## src/rtl/irt_pkg.sv

```systemverilog
// ----------------------------------------------------------------------------
// irt_pkg
// Shared types and constants of the in-order release tracker.
// ----------------------------------------------------------------------------
package irt_pkg;

  localparam int SEQ_W       = 32;
  localparam int MAX_RESULTS = 64;
  localparam int CNT_W       = $clog2(MAX_RESULTS + 1);

  // Input function codes.
  localparam logic FUNC_ISSUE = 1'b0;
  localparam logic FUNC_DONE  = 1'b1;

  typedef enum logic [1:0] {
    KIND_ISSUED   = 2'd0,
    KIND_RELEASED = 2'd1,
    KIND_REJECTED = 2'd2
  } kind_t;

  // Shared adder operation: a - b or a + 1.
  typedef enum logic {
    ALU_INC = 1'b0,
    ALU_SUB = 1'b1
  } alu_op_t;

  // Configuration register indexes.
  localparam logic REG_NODE_IS_SOURCE = 1'b0;

endpackage

```

## src/rtl/in_order_release_tracker.sv

```systemverilog
// ----------------------------------------------------------------------------
// in_order_release_tracker
// Hands out frame sequence numbers and releases completed frames in order.
// ----------------------------------------------------------------------------
// After reset the block sweeps every entry of its pending bitmap and takes
// no item until then; configuration writes are taken at any time. It takes
// no new item while one is in progress, and a stall on the result side holds
// the item in progress. The pace is set by the single read port of the
// pending bitmap, which the sequencer reads once per drained release, and by
// the one shared 32-bit adder that forms the window offset and every sequence
// number increment. Results leave through an output register, and the last
// result of an item carries out_last.
module in_order_release_tracker
  import irt_pkg::*;
#(
  parameter int WINDOW = 64
) (
  input  logic             clk,
  input  logic             rst_n,
  // Input channel
  input  logic             in_valid,
  output logic             in_stall,
  input  logic             in_func,
  input  logic [SEQ_W-1:0] in_seq_no,
  // Result channel
  output logic             out_valid,
  input  logic             out_stall,
  output logic [1:0]       out_kind,
  output logic [SEQ_W-1:0] out_seq_out,
  output logic             out_release_action,
  output logic             out_last,
  // Configuration port
  input  logic             cfg_psel,
  input  logic             cfg_penable,
  input  logic             cfg_pwrite,
  input  logic [2:0]       cfg_paddr,
  input  logic [31:0]      cfg_pwdata,
  output logic [31:0]      cfg_prdata,
  output logic             cfg_pready
);

  localparam int AW = $clog2(WINDOW);

  typedef enum logic [8:0] {
    S_CLR  = 9'b000000001,
    S_IDLE = 9'b000000010,
    S_ISS  = 9'b000000100,
    S_OFF  = 9'b000001000,
    S_RD   = 9'b000010000,
    S_DEC  = 9'b000100000,
    S_DRD  = 9'b001000000,
    S_DCK  = 9'b010000000,
    S_FIN  = 9'b100000000
  } state_t;

  state_t           state_r, state_nxt;
  logic [SEQ_W-1:0] seq_r, seq_nxt;
  logic [SEQ_W-1:0] next_issue_r, next_issue_nxt;
  logic [SEQ_W-1:0] next_rel_r, next_rel_nxt;
  logic [AW-1:0]    ptr_r, ptr_nxt;
  logic [AW-1:0]    off_r, off_nxt;
  logic             inwin_r, inwin_nxt;
  logic [AW-1:0]    addr_r, addr_nxt;
  logic [CNT_W-1:0] cnt_r, cnt_nxt;
  logic             nis_r, nis_nxt;

  // Result held back until it is known whether another follows it.
  logic             hold_vld_r, hold_vld_nxt;
  kind_t            hold_kind_r, hold_kind_nxt;
  logic [SEQ_W-1:0] hold_seq_r, hold_seq_nxt;
  logic             hold_act_r, hold_act_nxt;

  logic             out_valid_r, out_valid_nxt;
  kind_t            out_kind_r, out_kind_nxt;
  logic [SEQ_W-1:0] out_seq_r, out_seq_nxt;
  logic             out_act_r, out_act_nxt;
  logic             out_last_r, out_last_nxt;

  alu_op_t          alu_op;
  logic [SEQ_W-1:0] alu_a, alu_b, alu_res;

  logic             bm_rd_en, bm_rd_data, bm_wr_en, bm_wr_data, bm_ready;
  logic [AW-1:0]    bm_rd_addr, bm_wr_addr;

  logic [AW:0]      ring_sum;
  logic [AW-1:0]    ring_addr;
  logic [AW-1:0]    ptr_inc;
  logic             out_free;
  logic             cfg_wr;

  irt_alu u_alu (
    .op  (alu_op),
    .a   (alu_a),
    .b   (alu_b),
    .res (alu_res)
  );

  irt_bitmap #(
    .WINDOW (WINDOW),
    .AW     (AW)
  ) u_bitmap (
    .clk     (clk),
    .rst_n   (rst_n),
    .rd_en   (bm_rd_en),
    .rd_addr (bm_rd_addr),
    .rd_data (bm_rd_data),
    .wr_en   (bm_wr_en),
    .wr_addr (bm_wr_addr),
    .wr_data (bm_wr_data),
    .ready   (bm_ready)
  );

  // Ring slot of the completed frame: release pointer plus offset, wrapped.
  assign ring_sum  = {1'b0, ptr_r} + {1'b0, off_r};
  assign ring_addr = (ring_sum >= (AW + 1)'(WINDOW)) ?
                     AW'(ring_sum - (AW + 1)'(WINDOW)) : ring_sum[AW-1:0];
  assign ptr_inc   = (ptr_r == AW'(WINDOW - 1)) ? '0 : ptr_r + AW'(1);

  assign out_free  = ~out_valid_r | ~out_stall;

  always_comb begin
    alu_op = ALU_INC;
    alu_a  = next_rel_r;
    alu_b  = next_rel_r;
    case (state_r)
      S_OFF: begin
        alu_op = ALU_SUB;
        alu_a  = seq_r;
      end
      S_ISS: begin
        alu_a = next_issue_r;
      end
      default: begin
        alu_a = next_rel_r;
      end
    endcase
  end

  always_comb begin
    state_nxt      = state_r;
    seq_nxt        = seq_r;
    next_issue_nxt = next_issue_r;
    next_rel_nxt   = next_rel_r;
    ptr_nxt        = ptr_r;
    off_nxt        = off_r;
    inwin_nxt      = inwin_r;
    addr_nxt       = addr_r;
    cnt_nxt        = cnt_r;
    nis_nxt        = nis_r;
    hold_vld_nxt   = hold_vld_r;
    hold_kind_nxt  = hold_kind_r;
    hold_seq_nxt   = hold_seq_r;
    hold_act_nxt   = hold_act_r;
    out_valid_nxt  = out_valid_r & out_stall;
    out_kind_nxt   = out_kind_r;
    out_seq_nxt    = out_seq_r;
    out_act_nxt    = out_act_r;
    out_last_nxt   = out_last_r;
    bm_rd_en       = 1'b0;
    bm_rd_addr     = ptr_r;
    bm_wr_en       = 1'b0;
    bm_wr_addr     = ptr_r;
    bm_wr_data     = 1'b0;

    if (cfg_wr) begin
      nis_nxt = cfg_pwdata[0];
    end

    case (state_r)
      S_CLR: begin
        if (bm_ready) begin
          state_nxt = S_IDLE;
        end
      end
      S_IDLE: begin
        cnt_nxt = '0;
        if (in_valid) begin
          seq_nxt   = in_seq_no;
          state_nxt = (in_func == FUNC_ISSUE) ? S_ISS : S_OFF;
        end
      end
      S_ISS: begin
        hold_vld_nxt   = 1'b1;
        hold_kind_nxt  = KIND_ISSUED;
        hold_seq_nxt   = next_issue_r;
        hold_act_nxt   = 1'b0;
        cnt_nxt        = CNT_W'(1);
        next_issue_nxt = alu_res;
        state_nxt      = S_FIN;
      end
      S_OFF: begin
        inwin_nxt = alu_res < SEQ_W'(WINDOW);
        off_nxt   = alu_res[AW-1:0];
        state_nxt = S_RD;
      end
      S_RD: begin
        bm_rd_en   = 1'b1;
        bm_rd_addr = ring_addr;
        addr_nxt   = ring_addr;
        state_nxt  = S_DEC;
      end
      S_DEC: begin
        // The bitmap data is stale when out of window; that case rejects anyway.
        if (!inwin_r || bm_rd_data) begin
          hold_vld_nxt  = 1'b1;
          hold_kind_nxt = KIND_REJECTED;
          hold_seq_nxt  = seq_r;
          hold_act_nxt  = 1'b0;
          cnt_nxt       = CNT_W'(1);
        end else if (off_r == '0) begin
          hold_vld_nxt  = 1'b1;
          hold_kind_nxt = KIND_RELEASED;
          hold_seq_nxt  = next_rel_r;
          hold_act_nxt  = nis_r;
          cnt_nxt       = CNT_W'(1);
          next_rel_nxt  = alu_res;
          ptr_nxt       = ptr_inc;
        end else begin
          bm_wr_en   = 1'b1;
          bm_wr_addr = addr_r;
          bm_wr_data = 1'b1;
        end
        state_nxt = S_DRD;
      end
      S_DRD: begin
        bm_rd_en   = 1'b1;
        bm_rd_addr = ptr_r;
        state_nxt  = S_DCK;
      end
      S_DCK: begin
        if (bm_rd_data && (cnt_r < CNT_W'(MAX_RESULTS))) begin
          if (!hold_vld_r || out_free) begin
            if (hold_vld_r) begin
              out_valid_nxt = 1'b1;
              out_kind_nxt  = hold_kind_r;
              out_seq_nxt   = hold_seq_r;
              out_act_nxt   = hold_act_r;
              out_last_nxt  = 1'b0;
            end
            hold_vld_nxt  = 1'b1;
            hold_kind_nxt = KIND_RELEASED;
            hold_seq_nxt  = next_rel_r;
            hold_act_nxt  = nis_r;
            cnt_nxt       = cnt_r + CNT_W'(1);
            bm_wr_en      = 1'b1;
            bm_wr_addr    = ptr_r;
            bm_wr_data    = 1'b0;
            next_rel_nxt  = alu_res;
            ptr_nxt       = ptr_inc;
            state_nxt     = S_DRD;
          end
        end else begin
          state_nxt = S_FIN;
        end
      end
      S_FIN: begin
        if (!hold_vld_r) begin
          state_nxt = S_IDLE;
        end else if (out_free) begin
          out_valid_nxt = 1'b1;
          out_kind_nxt  = hold_kind_r;
          out_seq_nxt   = hold_seq_r;
          out_act_nxt   = hold_act_r;
          out_last_nxt  = 1'b1;
          hold_vld_nxt  = 1'b0;
          state_nxt     = S_IDLE;
        end
      end
      default: begin
        state_nxt = S_IDLE;
      end
    endcase
  end

  always_ff @(posedge clk) begin
    if (!rst_n) begin
      state_r      <= S_CLR;
      next_issue_r <= SEQ_W'(1);
      next_rel_r   <= SEQ_W'(1);
      ptr_r        <= '0;
      cnt_r        <= '0;
      nis_r        <= 1'b0;
      hold_vld_r   <= 1'b0;
      out_valid_r  <= 1'b0;
    end else begin
      state_r      <= state_nxt;
      next_issue_r <= next_issue_nxt;
      next_rel_r   <= next_rel_nxt;
      ptr_r        <= ptr_nxt;
      cnt_r        <= cnt_nxt;
      nis_r        <= nis_nxt;
      hold_vld_r   <= hold_vld_nxt;
      out_valid_r  <= out_valid_nxt;
    end
  end

  always_ff @(posedge clk) begin
    seq_r       <= seq_nxt;
    off_r       <= off_nxt;
    inwin_r     <= inwin_nxt;
    addr_r      <= addr_nxt;
    hold_kind_r <= hold_kind_nxt;
    hold_seq_r  <= hold_seq_nxt;
    hold_act_r  <= hold_act_nxt;
    out_kind_r  <= out_kind_nxt;
    out_seq_r   <= out_seq_nxt;
    out_act_r   <= out_act_nxt;
    out_last_r  <= out_last_nxt;
  end

  assign in_stall           = (state_r != S_IDLE);
  assign out_valid          = out_valid_r;
  assign out_kind           = out_kind_r;
  assign out_seq_out        = out_seq_r;
  assign out_release_action = out_act_r;
  assign out_last           = out_last_r;

  // Register index is taken from bit 2 of the byte address.
  assign cfg_wr     = cfg_psel & cfg_penable & cfg_pwrite & (cfg_paddr[2] == REG_NODE_IS_SOURCE);
  assign cfg_pready = 1'b1;
  assign cfg_prdata = (cfg_paddr[2] == REG_NODE_IS_SOURCE) ? {31'd0, nis_r} : 32'd0;

  // An item is taken only with nothing left over from the previous one.
  a_idle_empty : assert property (@(posedge clk) disable iff (!rst_n)
    (state_r == S_IDLE) |-> !hold_vld_r)
    else $error("result left pending while idle");

  // An input never causes more results than the drain limit allows.
  a_cnt_limit : assert property (@(posedge clk) disable iff (!rst_n)
    cnt_r <= CNT_W'(MAX_RESULTS))
    else $error("result count over limit");

  // Every release advances the release point by exactly one.
  a_rel_step : assert property (@(posedge clk) disable iff (!rst_n)
    (next_rel_r != $past(next_rel_r)) |-> (next_rel_r == $past(next_rel_r) + SEQ_W'(1)))
    else $error("release point skipped");

  // A stalled result item stays in place until it is taken.
  a_out_hold : assert property (@(posedge clk) disable iff (!rst_n)
    (out_valid_r && out_stall) |=> (out_valid_r && $stable(out_kind_r) &&
      $stable(out_seq_r) && $stable(out_act_r) && $stable(out_last_r)))
    else $error("stalled result changed");

endmodule

```

## src/rtl/irt_alu.sv

```systemverilog
// ----------------------------------------------------------------------------
// irt_alu
// Shared 32-bit adder: computes a - b or a + 1 through one carry chain.
// ----------------------------------------------------------------------------
module irt_alu
  import irt_pkg::*;
(
  input  alu_op_t          op,
  input  logic [SEQ_W-1:0] a,
  input  logic [SEQ_W-1:0] b,
  output logic [SEQ_W-1:0] res
);

  logic [SEQ_W-1:0] b_sel;

  // a - b is a + ~b + 1; an increment is a + 0 + 1.
  assign b_sel = (op == ALU_SUB) ? ~b : '0;
  assign res   = a + b_sel + SEQ_W'(1);

endmodule

```

## src/rtl/irt_bitmap.sv

```systemverilog
// ----------------------------------------------------------------------------
// irt_bitmap
// Ring of pending-completion bits with a registered read port and a clearing
// sweep after reset.
// ----------------------------------------------------------------------------
module irt_bitmap
  import irt_pkg::*;
#(
  parameter int WINDOW = 64,
  parameter int AW     = $clog2(WINDOW)
) (
  input  logic          clk,
  input  logic          rst_n,
  input  logic          rd_en,
  input  logic [AW-1:0] rd_addr,
  output logic          rd_data,
  input  logic          wr_en,
  input  logic [AW-1:0] wr_addr,
  input  logic          wr_data,
  output logic          ready
);

  logic          mem [WINDOW];
  logic          rd_data_r;
  logic [AW-1:0] clr_idx_r;
  logic [AW-1:0] clr_idx_nxt;
  logic          clr_busy_r;
  logic          clr_busy_nxt;
  logic          we;
  logic [AW-1:0] wa;
  logic          wd;

  always_comb begin
    clr_idx_nxt  = clr_idx_r;
    clr_busy_nxt = clr_busy_r;
    if (clr_busy_r) begin
      clr_idx_nxt = clr_idx_r + AW'(1);
      if (clr_idx_r == AW'(WINDOW - 1)) begin
        clr_busy_nxt = 1'b0;
      end
    end
  end

  always_ff @(posedge clk) begin
    if (!rst_n) begin
      clr_idx_r  <= '0;
      clr_busy_r <= 1'b1;
    end else begin
      clr_idx_r  <= clr_idx_nxt;
      clr_busy_r <= clr_busy_nxt;
    end
  end

  assign we = clr_busy_r | wr_en;
  assign wa = clr_busy_r ? clr_idx_r : wr_addr;
  assign wd = clr_busy_r ? 1'b0 : wr_data;

  always_ff @(posedge clk) begin
    if (we) begin
      mem[wa] <= wd;
    end
  end

  always_ff @(posedge clk) begin
    if (rd_en) begin
      rd_data_r <= mem[rd_addr];
    end
  end

  assign rd_data = rd_data_r;
  assign ready   = ~clr_busy_r;

endmodule

```

## config.mk

```make
export PLATFORM = sky130hd
export DESIGN_NAME = in_order_release_tracker
export DESIGN_NICKNAME = d
export VERILOG_FILES = /design/src/rtl/irt_pkg.sv /design/src/rtl/in_order_release_tracker.sv /design/src/rtl/irt_alu.sv /design/src/rtl/irt_bitmap.sv
export SDC_FILE = /design/constraint.sdc
export NUM_CORES = 1
export LEC_CHECK = 0
export BUFFER_PORTS_ARGS = -buffer_cell sky130_fd_sc_hd__buf_2
export CORE_ASPECT_RATIO = 0.7
export CORE_MARGIN = 2
export CORE_UTILIZATION = 61
export CTS_CLUSTER_DIAMETER = 30
export DETAILED_ROUTE_END_ITERATION = 10
export PLACE_DENSITY_LB_ADDON = 0.15
export SYNTH_ARGS = -nofsm -noshare
export SYNTH_HDL_FRONTEND = slang
export SYNTH_HIERARCHICAL = 1
export SYNTH_SLANG_ARGS = --single-unit
```

## constraint.sdc

```tcl
create_clock -name clk -period 8 [get_ports clk]
set_clock_uncertainty 0.2 [all_clocks]
set_input_delay 1.2 -clock clk [delete_from_list [all_inputs] [get_ports clk]]
set_output_delay 1.2 -clock clk [all_outputs]
set_load 0.05 [all_outputs]
```

# After elaboration in Yosys (flattened, before gate mapping)
# Memories as Yosys holds them, arrays and structs flattened. A register that Yosys moved wholly into a read port is not among the register bits.
# Cells that the tools add are included.
[totals]
ff_bits = 212
out_inout_bits = 71
memories = 1
ramBits = 64
inputBits = 75
word_cells = 183
[op_classes]
reduce_logical = 19
mux = 98
bitwise_logic = 10
n_eq_ne = 24
add_sub_neg = 7
n_lt_le_gt_ge = 3
[mem_list]
columns = ["memory", "depth", "word_bits", "rd", "rd_clocked_by_memory_dff", "wr", "line_no", "rtl"]
rows = [
  ["u_bitmap.mem", 64, 1, 1, 1, 1, "irt_bitmap.sv:23", "logic mem [WINDOW];"],
]
[op_table]
columns = ["op", "n"]
rows = [
  ["32-bit two-way mux", 14],
  ["32-bit case mux with 2 select lines", 3],
  ["32-bit case mux with 3 select lines", 1],
  ["9-bit case mux with 9 select lines", 1],
  ["6-bit two-way mux", 11],
  ["9-bit two-way mux", 6],
  ["1-bit two-way mux", 38],
  ["32-bit by 1-bit adder with 32-bit output (second input constant)", 1],
  ["32-bit adder", 1],
  ["32-bit by 7-bit less-than comparator with 1-bit output (second input constant)", 1],
  ["32-bit inverter", 1],
  ["7-bit two-way mux", 4],
  ["7-bit case mux with 4 select lines", 1],
  ["2-bit two-way mux", 9],
  ["2-bit inequality test (second input constant)", 9],
  ["4-bit AND reduction", 4],
  ["6-bit by 1-bit adder with 6-bit output (second input constant)", 2],
  ["6-bit equality test (second input constant)", 2],
  ["6-bit case mux with 2 select lines", 1],
  ["9-bit by 1-bit equality test with 1-bit output (second input constant)", 1],
  ["9-bit by 2-bit equality test with 1-bit output (second input constant)", 1],
  ["9-bit by 3-bit equality test with 1-bit output (second input constant)", 1],
  ["9-bit by 4-bit equality test with 1-bit output (second input constant)", 1],
  ["9-bit by 5-bit equality test with 1-bit output (second input constant)", 1],
  ["other kinds (31)", 46],
]

# Longest topological paths before layout
[depth]
depth_word = 9
mapped_depth = 21
ltp_nobuf = 18

# By module
# The synthesis kept the hierarchy.
[by_module_without_submodules]
columns = ["module", "cells_per_inst", "seq_area_each_um2", "area_each_um2", "instances"]
rows = [
  ["in_order_release_tracker", 840, 5265.0, 8946.1, 1],
  ["irt_bitmap", 259, 2092.0, 3345.7, 1],
  ["irt_alu", 310, 0.0, 2174.6, 1],
]

# Worst setup path after synthesis
# OpenSTA, ideal clock, no wires.
[synth_path]
path_type = "register to register"
start = "register state_r[5]"
end = "register inwin_r (data pin)"
arrival_time_ps = 3906
setup_ps = 139
path_stages_with_launch = 18
synth_period_minus_slack_ps = 4245
path_slack_ps = 3755
n_path_buf = 4
cell_sequence = "dfxtp_1 -> buf_4 -> nor4_4 -> and4_1 -> buf_2 -> buf_2 -> clkbuf_1 -> nor2b_1 -> ha_1 -> a21o_1 -> a211o_2 -> o211ai_2 -> a41o_1 -> a31oi_2 -> a32o_1 -> nor4_1 -> nand4_1 -> nor2_1"
[synth_between]
elab_chain_len = 6
elab_cells_between_ends = 8
[synth_rtl]
columns = ["element", "line_no", "rtl"]
rows = [
  ["start: declaration", "in_order_release_tracker.sv:56", "state_t state_r, state_nxt;"],
  ["start signal: assignment", "in_order_release_tracker.sv:286", "state_r <= state_nxt;"],
  ["9-bit by 4-bit equality test with 1-bit output", "in_order_release_tracker.sv:125", "case (state_r)"],
  ["1-bit two-way mux", "in_order_release_tracker.sv:125", ""],
  ["named net alu_op", "in_order_release_tracker.sv:79", "alu_op_t alu_op;"],
  ["32-bit two-way mux", "irt_alu.sv:17", "assign b_sel = (op == ALU_SUB) ? ~b : '0;"],
  ["32-bit adder", "irt_alu.sv:18", "assign res = a + b_sel + SEQ_W'(1);"],
  ["32-bit by 1-bit adder with 32-bit output", "irt_alu.sv:18", ""],
  ["named net alu_res[31]", "in_order_release_tracker.sv:80", "logic [SEQ_W-1:0] alu_a, alu_b, alu_res;"],
  ["32-bit by 7-bit less-than comparator with 1-bit output", "in_order_release_tracker.sv:192", "inwin_nxt = alu_res < SEQ_W'(WINDOW);"],
  ["end signal: assignment", "in_order_release_tracker.sv:300", "inwin_r <= inwin_nxt;"],
  ["end: declaration", "in_order_release_tracker.sv:62", "logic inwin_r, inwin_nxt;"],
]
# The timed path passes the listed nets, and every way through them passes these cells.
# A chain may end at the register's enable or synchronous reset.

# Worst setup path in the final report
[layout_path]
start = "register state_r[4]"
end = "register inwin_r (data pin)"
[layout_between]
elab_cells_between_ends = 8
[layout_lines]
columns = ["element", "line_no"]
rows = [
  ["9-bit by 3-bit equality test with 1-bit output / 9-bit by 4-bit equality test with 1-bit output (equally long branches)", "in_order_release_tracker.sv:125"],
  ["32-bit case mux with 2 select lines *", "in_order_release_tracker.sv:125"],
  ["named net alu_a[0]", "in_order_release_tracker.sv:80"],
  ["32-bit adder *", "irt_alu.sv:18"],
  ["32-bit by 1-bit adder with 32-bit output *", "irt_alu.sv:18"],
  ["named net alu_res[28]", "in_order_release_tracker.sv:80"],
  ["32-bit by 7-bit less-than comparator with 1-bit output *", "in_order_release_tracker.sv:192"],
]
# The timed path passes the listed nets; every way through them passes the cells marked *.

==> run_results.csv <==
group,metric,value,unit
run_status,outcome,"finished clean",
worst_setup_path,startpoint,"state_r[4]",
routing,vias,11084,
final_layout,seqCellArea,7360,µm²
worst_setup_path,critical_path_class,"reg -> reg",
floorplanning,fp-row-count,47,
yosys,yosysSeqAreaShare,0.509,
yosys,synthSimpleGateAreaFrac,0.181,
yosys,ys_top_cells_by_area,"edfxtp_1 (38%), dfxtp_1 (13%), nand2_1 (6.5%), a21oi_1 (3.8%), ha_1 (3.4%)",
sta,final_max_slew_viol_count,0,
cts,cts_hold_buf,0,
worst_setup_path,r2r_setup_slack,2510,ps
yosys,ys_types,98,
global_routing,grt_max_degree,78,
routing,wl_per_cell,19.6,µm
yosys,synthDominantCellAreaShare,0.376,
yosys,netlist_instances,1409,
global_routing,grt_pass1_vias,10142,
power,power,3.63,mW
yosys,synth.area.mux_share,0.0450,
global_routing,antenna_found_initial,1,
routing,antenna_left,0,
floorplanning,die_area,25000,µm²
sta,fin_crit_sh,0.687,
cts,cts_buffers,43,
yosys,postSynth.asyncResetShare,0,
sta,grt_setup_unrepaired,"no",
cts,cts_max_path_buffers,3,
worst_setup_path,cp-endpoint,"inwin_r",
final_layout,fillers,1755,
placed_design,dpl_cell_area,14900,µm²
global_routing,grt_use_total,0.287,
yosys,yosysTopAreaCell,"edfxtp_1",
worst_setup_path,cp-end-kind,"flip-flop",
floorplanning,die_w,188,µm
cts,clkTransAtPathRegs,50,ps
final_layout,fin_util,0.699,
power,ir_worst_vdd,0.224,mV
yosys,synth_seq_cells,277,
placed_design,dp_slack,2600,ps
cts,cts_tree,"built",
routing,drtIter0Drc,1340,
floorplanning,chipHeight,133,µm
yosys,synth_adder_area_share,0.0365,
worst_setup_path,crit_fanout,37,
worst_setup_path,arrival,5690,ps
yosys,yosys_warnings,6,
sta,max_freq,182,MHz
final_layout,insertedDiodeCount,0,
final_layout,area_delta_synth_final,13.4,%
cts,cts_resized,0,
global_routing,grt-ovfl-total,0,
routing,wl,35.8,mm
flow_run,cap_violations,0,
yosys,synthXorXnorAreaFrac,0.0236,
routing,vias_per_cell,6.07,
cts,ctsRootBufferMaster,"clkbuf_16",
yosys,syn_area_per_cell,10.3,µm²
placed_design,hpwlAfterDp,23.5,mm
floorplanning,start_util,0.617,
floorplanning,fp.coreArea,23500,µm²
placed_design,io_buffers,80,
final_layout,nNetsFinal,1589,
cts,h-tree-depth,2,
final_layout,multi_input_area,6410,µm²
power,leakage,6.48,nW
sta,hold_viol,0,
floorplanning,pin_count,146,
sta,max_slew_margin,0.265,
worst_hold_path,hold_class,"reg -> reg",
worst_setup_path,reg2reg_from,"state_r[4]",
yosys,synth_edf_count,181,
sta,finalSetupViolations,0,
yosys,syn-cell-area,14500,µm²
final_layout,design_area,16400,µm²
final_layout,drive_gt1_frac,0.151,
sta,hold_ws,212,ps
sta,fin_crit,5490,ps
cts,cts.sinks,277,
yosys,synth_compound_area_frac,0.146,
cts,post-cts-setup-buffers,0,
worst_setup_path,r2r_end,"inwin_r",
routing,first_pass_iters,7,
sta,fin_ws,2510,ps
worst_setup_path,r2r_cells,18,
worst_setup_path,required,8190,ps
yosys,synth_top_family_by_area,"simple AND/OR/NAND/NOR gates",
yosys,ys.flop_type,"edfxtp_1",
global_routing,grt_pass1_wl,56.0,mm
routing,drc,0,
worst_setup_path,start_kind,"flip-flop",
sta,tightest_slew,1100,ps
placed_design,gp_congestion,0.910,
placed_design,placed_cells_incl_taps,1746,
power,power_density,221,nW/µm²
sta,fin_setup_tns,0,ps
cts,clk_latency,530,ps
final_layout,stdcell_count,1825,
sequential cells by signal (all words and copies together) (netlist names), 6 cells and up:
name	count
next_issue_r	32
out_seq_out	32
addr_r	6
ptr_r	6
cnt_r	7
u_bitmap/clr_idx_r	6
state_r	9
alu_b	32
seq_r	32
off_r	6
hold_seq_r	32
u_bitmap/mem	64
synth_stat cells (all sizes together) (3+ instances only):
library cell    n
a211o           3
a211oi          3
a21boi          6
a21o           13
a21oi         113
a222oi         32
a22oi          36
a31oi           8
a32o            3
a41oi           3
and2           10
and3           13
and4            5
buf            69
clkbuf         33
dfxtp          96
edfxtp        181
ha             39
inv            61
mux2           15
mux2i           5
mux4           17
nand2         253
nand2b          9
nand3          38
nand3b          7
nand4          16
nor2          111
nor2b          39
nor3           10
nor3b           5
nor4           13
nor4b           4
o211ai          6
o21a            9
o21ai          30
o21bai          7
o2bb2ai         3
o311ai          4
o31ai           3
or2             4
or4             3
xnor2          27
xor2           12
area by class of cell:
| cell class | count | share of cell area |
|---|---|---|
| inverter | 61 | 0.0140 |
| timing repair buffer | 92 | 0.0299 |
| clock inverter | 24 | 0.0176 |
| tap | 318 | 0.0243 |
| multi-input combinational | 998 | 0.391 |
| sequential | 277 | 0.449 |
| clock buffer | 55 | 0.0747 |
placed cells by master, fill, tap and decap left out, types with 7 or more instances in the layout:
master,n
edfxtp_1,181
ha_1,39
dfxtp_1,96
xor2_1,12
clkbuf_16,46
buf_2,80
o21bai_1,7
xnor2_1,27
o21ai_1,7
and3_1,13
and2_1,9
clkinv_2,7
nand3b_1,7
conb_1,32
nand4_1,15
buf_4,12
mux4_1,7
a222oi_1,32
nor4_1,11
nor2_1,108
o21ai_0,23
o21a_1,8
a21o_1,12
nor3_1,7
mux4_2,10
nand2_1,251
nand3_1,38
a31oi_1,7
inv_1,58
a22oi_1,36
nand2b_1,9
a21oi_1,110
nor2b_1,38
worst min-delay path by stage:
stage / from / end / depth (start not counted)
2_1_floorplan: hold_kind_r[0] / out_kind[0] / 0
5_1_grt: hold_seq_r[29] / out_seq_out[29] / 0
6_report: hold_seq_r[16] / out_seq_out[16] / 0
3_3_place_gp: hold_seq_r[13] / out_seq_out[13] / 0
4_1_cts: hold_seq_r[29] / out_seq_out[29] / 0
3_5_place_dp: hold_seq_r[14] / out_seq_out[14] / 0
worst max-delay path, stage by stage, from the launching register on:
cell,delay (ps)
dfxtp_1,420
nor4_4,490
and4_2,850
nor2_2,320
nand2_1,150
nand2_1,60
inv_1,60
ha_1,160
inv_1,60
fa_1,410
a21o_1,240
a221oi_2,380
o31ai_1,150
a21oi_1,460
a2111o_1,230
o211ai_1,170
nor4_1,300
nand4_1,120
nor2_1,110
logic make-up (layout without fill, tap and decap cells):
family                   count (synthesis)  after routing
XOR/XNOR                                39             39
adder cells (fa/ha/maj)                 41             41
buffers and inverters                  164            232
other                                    2             32
AO/OA/AOI/OAI                          301            301
AND/OR/NAND/NOR                        548            548
multiplexers                            37             37
flip-flops                             277            277
metal layers:
metal,routed length (µm),vias up,track usage,share of wire
met4,516,2,0.0643,0.014
met3,4180,56,0.0857,0.12
li1,-,5213,-,-
met1,16700,5226,0.450,0.47
met2,14400,587,0.390,0.40
met5,13,-,0,0.00036
power breakdown:
group          internal, mW  total [mW]  switching [mW]
clock network          1.25        1.92           0.663
logic                0.0420       0.165           0.123
registers              1.53        1.55          0.0171
Power figures use the tool's default switching activity.
